`config.mk`:
```
export PLATFORM = sky130hd
export DESIGN_NAME = acpi_ec_host_interface_unit
export DESIGN_NICKNAME = d
export VERILOG_FILES = /design/src/hdl/ec_hif_pkg.sv /design/src/hdl/ec_hif_ram.sv /design/src/hdl/acpi_ec_host_interface_unit.sv
export VERILOG_INCLUDE_DIRS = /design/src /design/src/hdl
export SDC_FILE = /design/constraint.sdc
export NUM_CORES = 2
export LEC_CHECK = 0
export BUFFER_PORTS_ARGS = -buffer_cell sky130_fd_sc_hd__buf_4
export CAP_MARGIN = 10
export CORE_AREA = 2 2 412 414
export CTS_BUF_LIST = sky130_fd_sc_hd__clkbuf_16
export DETAILED_ROUTE_END_ITERATION = 16
export DIE_AREA = 0 0 414 416
export GPL_TIMING_DRIVEN = 0
export HOLD_SLACK_MARGIN = 0.1
export PLACE_DENSITY = 0.69
export SLEW_MARGIN = 30
export SYNTH_ARGS = -nofsm -noshare
export SYNTH_HDL_FRONTEND = slang
export SYNTH_HIERARCHICAL = 1
export SYNTH_SLANG_ARGS = --single-unit
```
`constraint.sdc`:
```
create_clock -name i_clk -period 7.5 [get_ports i_clk]
set_clock_uncertainty 0.2 [all_clocks]
set_input_delay 0.375 -clock i_clk [delete_from_list [all_inputs] [get_ports i_clk]]
set_output_delay 0.375 -clock i_clk [all_outputs]
set_load 0.01 [all_outputs]
```
`src/hdl/acpi_ec_host_interface_unit_defines.svh`:
```
// assertion macros for the embedded-controller host interface
`ifndef ACPI_EC_HOST_INTERFACE_UNIT_DEFINES_SVH
`define ACPI_EC_HOST_INTERFACE_UNIT_DEFINES_SVH

`ifndef ASSERT_OFF
// checked property with reset gating
`define EC_ASSERT(lbl, clk, rst_n, prop, msg) \
    lbl: assert property (@(posedge clk) disable iff (!rst_n) prop) else $error(msg);
// checked property that also holds during reset
`define EC_ASSERT_ALWAYS(lbl, clk, prop, msg) \
    lbl: assert property (@(posedge clk) prop) else $error(msg);
`else
`define EC_ASSERT(lbl, clk, rst_n, prop, msg)
`define EC_ASSERT_ALWAYS(lbl, clk, prop, msg)
`endif

`endif

```
`src/hdl/ec_hif_pkg.sv`:
```
// types and constants of the embedded-controller host interface
package ec_hif_pkg;

    localparam int unsigned AddrW  = 8;
    localparam int unsigned ByteW  = 8;
    localparam int unsigned RegCnt = 256;

    typedef enum logic [1:0] {
        ACC_STATUS_READ   = 2'd0,
        ACC_COMMAND_WRITE = 2'd1,
        ACC_DATA_READ     = 2'd2,
        ACC_DATA_WRITE    = 2'd3
    } t_acc;

    typedef enum logic [1:0] {
        PH_IDLE    = 2'd0,
        PH_RD_ADDR = 2'd1,
        PH_WR_ADDR = 2'd2,
        PH_WR_VAL  = 2'd3
    } t_phase;

    localparam logic [ByteW-1:0] CMD_READ      = 8'h80;
    localparam logic [ByteW-1:0] CMD_WRITE     = 8'h81;
    localparam logic [ByteW-1:0] CMD_BURST_ON  = 8'h82;
    localparam logic [ByteW-1:0] CMD_BURST_OFF = 8'h83;
    localparam logic [ByteW-1:0] CMD_QUERY     = 8'h84;

    localparam logic [ByteW-1:0] BURST_ACK = 8'h90;
    localparam logic [ByteW-1:0] ST_OBF    = 8'h01;
    localparam logic [ByteW-1:0] ST_BURST  = 8'h10;

endpackage

```
`src/hdl/ec_hif_ram.sv`:
```
// generic single-port-write, registered-read ram
module ec_hif_ram #(
    parameter int unsigned WIDTH = 8,
    parameter int unsigned DEPTH = 256
) (
    input  logic                     i_clk,
    input  logic                     i_we,
    input  logic [$clog2(DEPTH)-1:0] i_waddr,
    input  logic [WIDTH-1:0]         i_wdata,
    input  logic                     i_re,
    input  logic [$clog2(DEPTH)-1:0] i_raddr,
    output logic [WIDTH-1:0]         o_rdata
);

    logic [WIDTH-1:0] r_mem [DEPTH];
    logic [WIDTH-1:0] r_rdata;

    always_ff @(posedge i_clk) begin
        if (i_we) begin
            r_mem[i_waddr] <= i_wdata;
        end
        if (i_re) begin
            r_rdata <= r_mem[i_raddr];
        end
    end

    assign o_rdata = r_rdata;

endmodule

```
`src/hdl/acpi_ec_host_interface_unit.sv`:
```
// top level of the embedded-controller host interface, device side
//
// slave channel s_axis: one host port access per transaction; tuser holds the
// access kind (status read, command write, data read, data write), tdata the
// byte the host writes. master channel m_axis: one result per access; tdata
// holds the byte read back (zero on writes), tuser the protocol error flag.
// results appear in an output register in the cycle after acceptance; a new
// access is taken while that result still waits if m_axis_tready is high, so
// one access per cycle unless a fetch holds tready low. a data write that ends
// the read command's address phase fetches the register byte from the 256-byte
// ram, a registered read, so tready drops in the cycle after that access.
// the register space reads as zero after reset through one valid bit per
// entry, cleared at once by reset; no clearing pass is needed.
// reset (synchronous, active low) clears phase, flags, buffer and valid bits.
// when m_axis_tready stays low the result is held and s_axis_tready falls
// until the result is taken.
`include "acpi_ec_host_interface_unit_defines.svh"

module acpi_ec_host_interface_unit
    import ec_hif_pkg::*;
(
    input  logic       i_clk,
    input  logic       i_rst_n,
    input  logic       s_axis_tvalid,
    output logic       s_axis_tready,
    input  logic [7:0] s_axis_tdata,   // [7:0] write_byte
    input  logic [1:0] s_axis_tuser,   // [1:0] access_kind
    output logic       m_axis_tvalid,
    input  logic       m_axis_tready,
    output logic [7:0] m_axis_tdata,   // [7:0] read_byte
    output logic       m_axis_tuser    // [0] protocol_error
);

    t_phase r_phase, n_phase;
    logic [ByteW-1:0] r_obuf;
    logic             r_obf;
    logic             r_burst;
    logic [AddrW-1:0] r_addr;
    logic [RegCnt-1:0] r_vld;
    logic             r_ld_pend;
    logic             r_ld_vld;
    logic             r_out_valid;
    logic [ByteW-1:0] r_out_data;
    logic             r_out_err;

    logic             w_accept;
    t_acc             w_acc;
    logic [ByteW-1:0] w_rd;
    logic             w_err;
    logic             w_ram_we;
    logic             w_ram_re;
    logic             w_offer;
    logic [ByteW-1:0] w_offer_byte;
    logic             w_burst_set;
    logic             w_burst_clr;
    logic             w_obf_clr;
    logic             w_latch;
    logic [ByteW-1:0] w_ram_rdata;

    assign w_acc         = t_acc'(s_axis_tuser);
    assign s_axis_tready = !r_ld_pend && (!r_out_valid || m_axis_tready);
    assign w_accept      = s_axis_tvalid && s_axis_tready;

    ec_hif_ram #(
        .WIDTH (ByteW),
        .DEPTH (RegCnt)
    ) u_regs (
        .i_clk   (i_clk),
        .i_we    (w_ram_we),
        .i_waddr (r_addr),
        .i_wdata (s_axis_tdata),
        .i_re    (w_ram_re),
        .i_raddr (s_axis_tdata),
        .o_rdata (w_ram_rdata)
    );

    // next phase
    always_comb begin
        n_phase = r_phase;
        if (w_accept) begin
            case (w_acc)
                ACC_COMMAND_WRITE: begin
                    case (s_axis_tdata)
                        CMD_READ:  n_phase = PH_RD_ADDR;
                        CMD_WRITE: n_phase = PH_WR_ADDR;
                        default:   n_phase = PH_IDLE;
                    endcase
                end
                ACC_DATA_WRITE: begin
                    case (r_phase)
                        PH_WR_ADDR: n_phase = PH_WR_VAL;
                        default:    n_phase = PH_IDLE;
                    endcase
                end
                default: n_phase = r_phase;
            endcase
        end
    end

    // per-access actions and result
    always_comb begin
        w_rd         = '0;
        w_err        = 1'b0;
        w_ram_we     = 1'b0;
        w_ram_re     = 1'b0;
        w_offer      = 1'b0;
        w_offer_byte = '0;
        w_burst_set  = 1'b0;
        w_burst_clr  = 1'b0;
        w_obf_clr    = 1'b0;
        w_latch      = 1'b0;
        if (w_accept) begin
            case (w_acc)
                ACC_STATUS_READ: begin
                    w_rd = (r_obf ? ST_OBF : '0) | (r_burst ? ST_BURST : '0);
                end
                ACC_COMMAND_WRITE: begin
                    case (s_axis_tdata)
                        CMD_READ, CMD_WRITE, CMD_BURST_OFF: begin
                            w_burst_clr = (s_axis_tdata == CMD_BURST_OFF);
                        end
                        CMD_BURST_ON: begin
                            w_burst_set  = 1'b1;
                            w_offer      = 1'b1;
                            w_offer_byte = BURST_ACK;
                        end
                        CMD_QUERY: begin
                            w_offer      = 1'b1;
                            w_offer_byte = '0;
                        end
                        default: w_err = 1'b1;
                    endcase
                end
                ACC_DATA_READ: begin
                    w_rd      = r_obuf;
                    w_obf_clr = 1'b1;
                end
                default: begin
                    case (r_phase)
                        PH_RD_ADDR: begin
                            w_latch  = 1'b1;
                            w_ram_re = 1'b1;
                        end
                        PH_WR_ADDR: w_latch  = 1'b1;
                        PH_WR_VAL:  w_ram_we = 1'b1;
                        default:    w_err    = 1'b1;
                    endcase
                end
            endcase
        end
    end

    always_ff @(posedge i_clk) begin
        if (!i_rst_n) begin
            r_phase     <= PH_IDLE;
            r_obuf      <= '0;
            r_obf       <= 1'b0;
            r_burst     <= 1'b0;
            r_addr      <= '0;
            r_vld       <= '0;
            r_ld_pend   <= 1'b0;
            r_ld_vld    <= 1'b0;
            r_out_valid <= 1'b0;
        end else begin
            r_phase   <= n_phase;
            r_ld_pend <= w_ram_re;
            if (w_ram_re) begin
                r_ld_vld <= r_vld[s_axis_tdata];
                r_obf    <= 1'b1;
            end else if (w_offer) begin
                r_obf <= 1'b1;
            end else if (w_obf_clr) begin
                r_obf <= 1'b0;
            end
            // fetched register byte lands in the output buffer
            if (r_ld_pend) begin
                r_obuf <= r_ld_vld ? w_ram_rdata : '0;
            end else if (w_offer) begin
                r_obuf <= w_offer_byte;
            end
            if (w_burst_set) begin
                r_burst <= 1'b1;
            end else if (w_burst_clr) begin
                r_burst <= 1'b0;
            end
            if (w_latch) begin
                r_addr <= s_axis_tdata;
            end
            if (w_ram_we) begin
                r_vld[r_addr] <= 1'b1;
            end
            if (w_accept) begin
                r_out_valid <= 1'b1;
            end else if (m_axis_tready) begin
                r_out_valid <= 1'b0;
            end
        end
    end

    always_ff @(posedge i_clk) begin
        if (w_accept) begin
            r_out_data <= w_rd;
            r_out_err  <= w_err;
        end
    end

    assign m_axis_tvalid = r_out_valid;
    assign m_axis_tdata  = r_out_data;
    assign m_axis_tuser  = r_out_err;

    `EC_ASSERT(a_no_accept_in_load, i_clk, i_rst_n, r_ld_pend |-> !w_accept, "access taken during register fetch")
    `EC_ASSERT(a_load_one_cycle, i_clk, i_rst_n, r_ld_pend |=> !r_ld_pend, "register fetch longer than one cycle")
    `EC_ASSERT(a_ram_write_phase, i_clk, i_rst_n, w_ram_we |-> (r_phase == PH_WR_VAL), "register write outside value phase")
    `EC_ASSERT(a_fetch_sets_obf, i_clk, i_rst_n, w_ram_re |=> (r_obf && r_ld_pend), "register fetch did not fill output buffer")

endmodule

```
==> flow_summary_export.csv <==
group,metric,value,unit
status,outcome,"completed",
synthesis,synth_top_area_share,67.5,%
synthesis,syn-cell-area,0.0919,mm²
synthesis,synth_edf_count,2065,
clock_tree,clkTransAtPathRegs,0.06,ns
route,route.detailed.drc,0,
timing,slew_viol_final,0,
placed_design,place_ws,1.65,ns
die,dieHeight,416,µm
synthesis,synth_seq_cells,2344,
worst_setup_path,crit_family,"buffers and inverters",
timing,setup_viol,0,
synthesis,yosysWarningCount,6,
placed_design,gp_congestion,0.950,
power_and_ir_drop,p_per_area,257,mW/mm²
timing,max_slew_margin,23.7,%
grt,grt_pass1_vias,50100,
cells_and_area,multi_input_area,0.0225,mm²
timing,period_share,76.8,%
clock_tree,worstSkewPairLatency,0.88,ns
route,drtPass1Iterations,7,
grt,antenna_found_initial,17,
synthesis,syn-mean-instance-area,18.5,µm²
worst_setup_path,startpoint_type,"input port",
synthesis,synth.distinct_cells,75,
die,dieArea,0.172,mm²
synthesis,synthCells,4959,
cells_and_area,register_area,0.0676,mm²
power_and_ir_drop,total_power,26.6,mW
synthesis,synth_fp_nets,4977,
clock_tree,post-cts-setup-buffer-count,0,
clock_tree,htreeDepth,4,
grt,overflow,0,
worst_setup_path,cp-end-kind,"flip-flop",
grt,grt_pass1_wl,378000,µm
grt,globalRouteTotalUtil,31.4,%
cells_and_area,nFillCells,11800,
worst_setup_path,timing.critical_path.cells,"dlygate4sd3_1 > buf_8 > buf_16 > buf_4 > nor2b_1 > clkbuf_1 > clkbuf_1 > a22oi_1 > a21oi_1 > nor4_1 > nor4_2",
route,via_per_inst,6.83,
die,rows,151,
timing,tightest_slew,1.14,ns
worst_setup_path,max_stage_delay,0.85,ns
worst_setup_path,cp_slowest_cell,"nor4_2",
route,num_vias,52400,
power_and_ir_drop,ir_drop,240,µV
timing,hold_viol_final,0,
route,drt-total-wl,272000,µm
hold_path,min_path_type,"in2reg",
synthesis,ys_top_cells_by_area,"edfxtp_1 (67%), mux4_2 (13%), dfxtp_1 (6.1%), nor2_1 (2.3%), o21a_1 (2.1%)",
clock_tree,cts_root_buf,"clkbuf_16",
worst_setup_path,critPathKind,"in2reg",
worst_setup_path,cp_max_fo,98,
route,routedWlPerCell,35.5,µm
timing,fmax,174,MHz
placed_design,dp.final_hpwl,183000,µm
placed_design,portBuffers,22,
clock_tree,cts_tree,"built",
synthesis,seq_area_frac_synth,73.6,%
worst_setup_path,critPathBufInv,6,
worst_setup_path,cp_data_arrival_time,6.06,ns
grt,grt_max_degree,120,
cells_and_area,final_layout_size_suffix_gt1_share,20.9,%
clock_tree,cts_buffers,225,
cells_and_area,design_area,0.103,mm²
cells_and_area,area_growth,12.4,%
die,die_x,414,µm
synthesis,ys.flop_type,"edfxtp_1",
worst_setup_path,timing.critical_path.mode_cell,"clkbuf_1",
clock_tree,clock-sinks,2344,
route,antenna_left,0,
run,cap_violations,0,
die,ios,25,
timing,setup_slack,1.74,ns
cells_and_area,num-nets-final,5276,
synthesis,yosysTopAreaCell,"edfxtp_1",
timing,finalCriticalPeriod,5.76,ns
placed_design,placed_area,0.0960,mm²
clock_tree,clockBufferDepth,3,
route,dr.first_iter.drc_count,8624,
worst_setup_path,required,7.80,ns
die,core_region_area,0.168,mm²
synthesis,synthArstFlopShare,0,%
power_and_ir_drop,cellLeakagePower,32.7,nW
die,start_util,54.6,%
timing,rsz0062_at_grt,"false",
==> power by group <==
part	total, mW	switching, mW	internal [mW]	leakage, nW
Clock	10.9	4.82	6.11	3.70
Combinational	1.46	1.00	0.458	8.22
Sequential	14.2	0.00488	14.2	20.8
==> synth_stat cells, types with 5 or more instances <==
cell          n
mux2i_1     157
o21ai_0      20
buf_2        60
a22o_1       12
nor3_1       23
mux2_2        9
nand2b_1     11
buf_12        8
nor2b_1      66
o221ai_1     47
a2111oi_0     5
buf_1        24
nor4_1       25
buf_8        13
and2_1       15
o211ai_1     14
clkbuf_1    170
o21a_1      254
inv_1         8
o22a_1        5
nand3_1      63
o22ai_1      32
buf_4        35
o32ai_1       5
a211oi_1     20
edfxtp_1   2065
a21oi_1     105
a221oi_1     15
dfxtp_1     279
nand2_1      63
nand4_1      17
a22oi_1     142
buf_6        26
mux4_2      510
nor2_1      558
and3_1        5
a31oi_1       8
==> flip-flops by register name, summed over array words and instances, names as in the netlist, 2 cells and up <==
signal / count
r_vld: 256
u_regs/o_rdata: 8
u_regs/r_mem: 2048
m_axis_tdata: 8
r_phase: 2
r_obuf: 8
r_addr: 8
==> repair_timing <==
action                    4_1_cts  5_1_grt
hold endpoints to repair     1247        0
hold buffers                   15        0
resized for setup               0        0
==> cell type report <==
class | instances | area share, %
Sequential cell | 2344 | 65.4
Multi-Input combinational cell | 2268 | 21.8
Clock buffer | 229 | 5.55
Tap cell | 2218 | 2.69
Buffer | 337 | 1.94
Clock inverter | 179 | 1.28
Timing Repair Buffer | 72 | 1.26
Inverter | 10 | 0.0363
Antenna cell | 9 | 0.0218
==> tightest hold or removal path, cell delays in order <==
cell and delay [ns]:
dlygate4sd3_1 0.53, buf_4 0.13, o221a_2 0.18
==> path summary, 6_finish.rpt <==
path         cells after the start                    to  slack [ns]             from
min reg2reg                      1            r_vld[159]        0.26       r_vld[159]
min                              3                 r_obf        0.21  s_axis_tuser[0]
max                             11     u_regs/o_rdata[2]        1.74  s_axis_tdata[4]
max reg2reg                     10  u_regs/r_mem[128][0]        2.65        r_ld_pend
==> cell families after synthesis <==
kind of cell | synth area share (%)
flops | 73.6
xor+xnor | 0.00954
mux | 14.4
simple gates | 4.22
compound gates | 5.60
buf+inv | 2.16
fa+ha+maj | 0.0545
==> layer usage <==
layer	wire [µm]	part of all wire [%]	vias to the layer above	track usage, %
met5	73	0.027	-	0
met4	14500	5.3	10	14.5
met3	36200	13	744	8.54
met2	123000	45	3796	47.3
met1	98500	36	27200	43.4
li1	-	-	20600	-
==> per-stage QoR <==
stage | std cells | util [%] | hold slack [ns] | TNS, ns
3_3_place_gp | 7199 | 56.4 | 0.240 | -1.68
5_1_grt | 7659 | 61.4 | 0.216 | 0
2_1_floorplan | 4959 | - | 0.233 | 0
4_1_cts | 7656 | 61.4 | 0.133 | 0
3_5_place_dp | 7233 | 57.1 | 0.246 | 0
6_report | 7666 | 61.4 | 0.210 | 0
==> cells in the final DEF, fill, tap and decap left out, types with 22 or more instances in the layout <==
master,instances
edfxtp_1,2065
nor2_1,541
mux4_2,510
dfxtp_1,279
o21a_1,254
clkbuf_16,229
mux2i_1,157
a22oi_1,142
clkbuf_1,129
a21oi_1,105
inv_1,71
buf_2,70
nor2b_1,66
nand2_1,63
nand3_1,63
buf_4,49
o221ai_1,47
clkinv_1,45
clkbuf_2,42
clkinv_2,38
buf_16,33
o22ai_1,32
buf_6,26
buf_8,22
(Power assumes the default switching activity.)
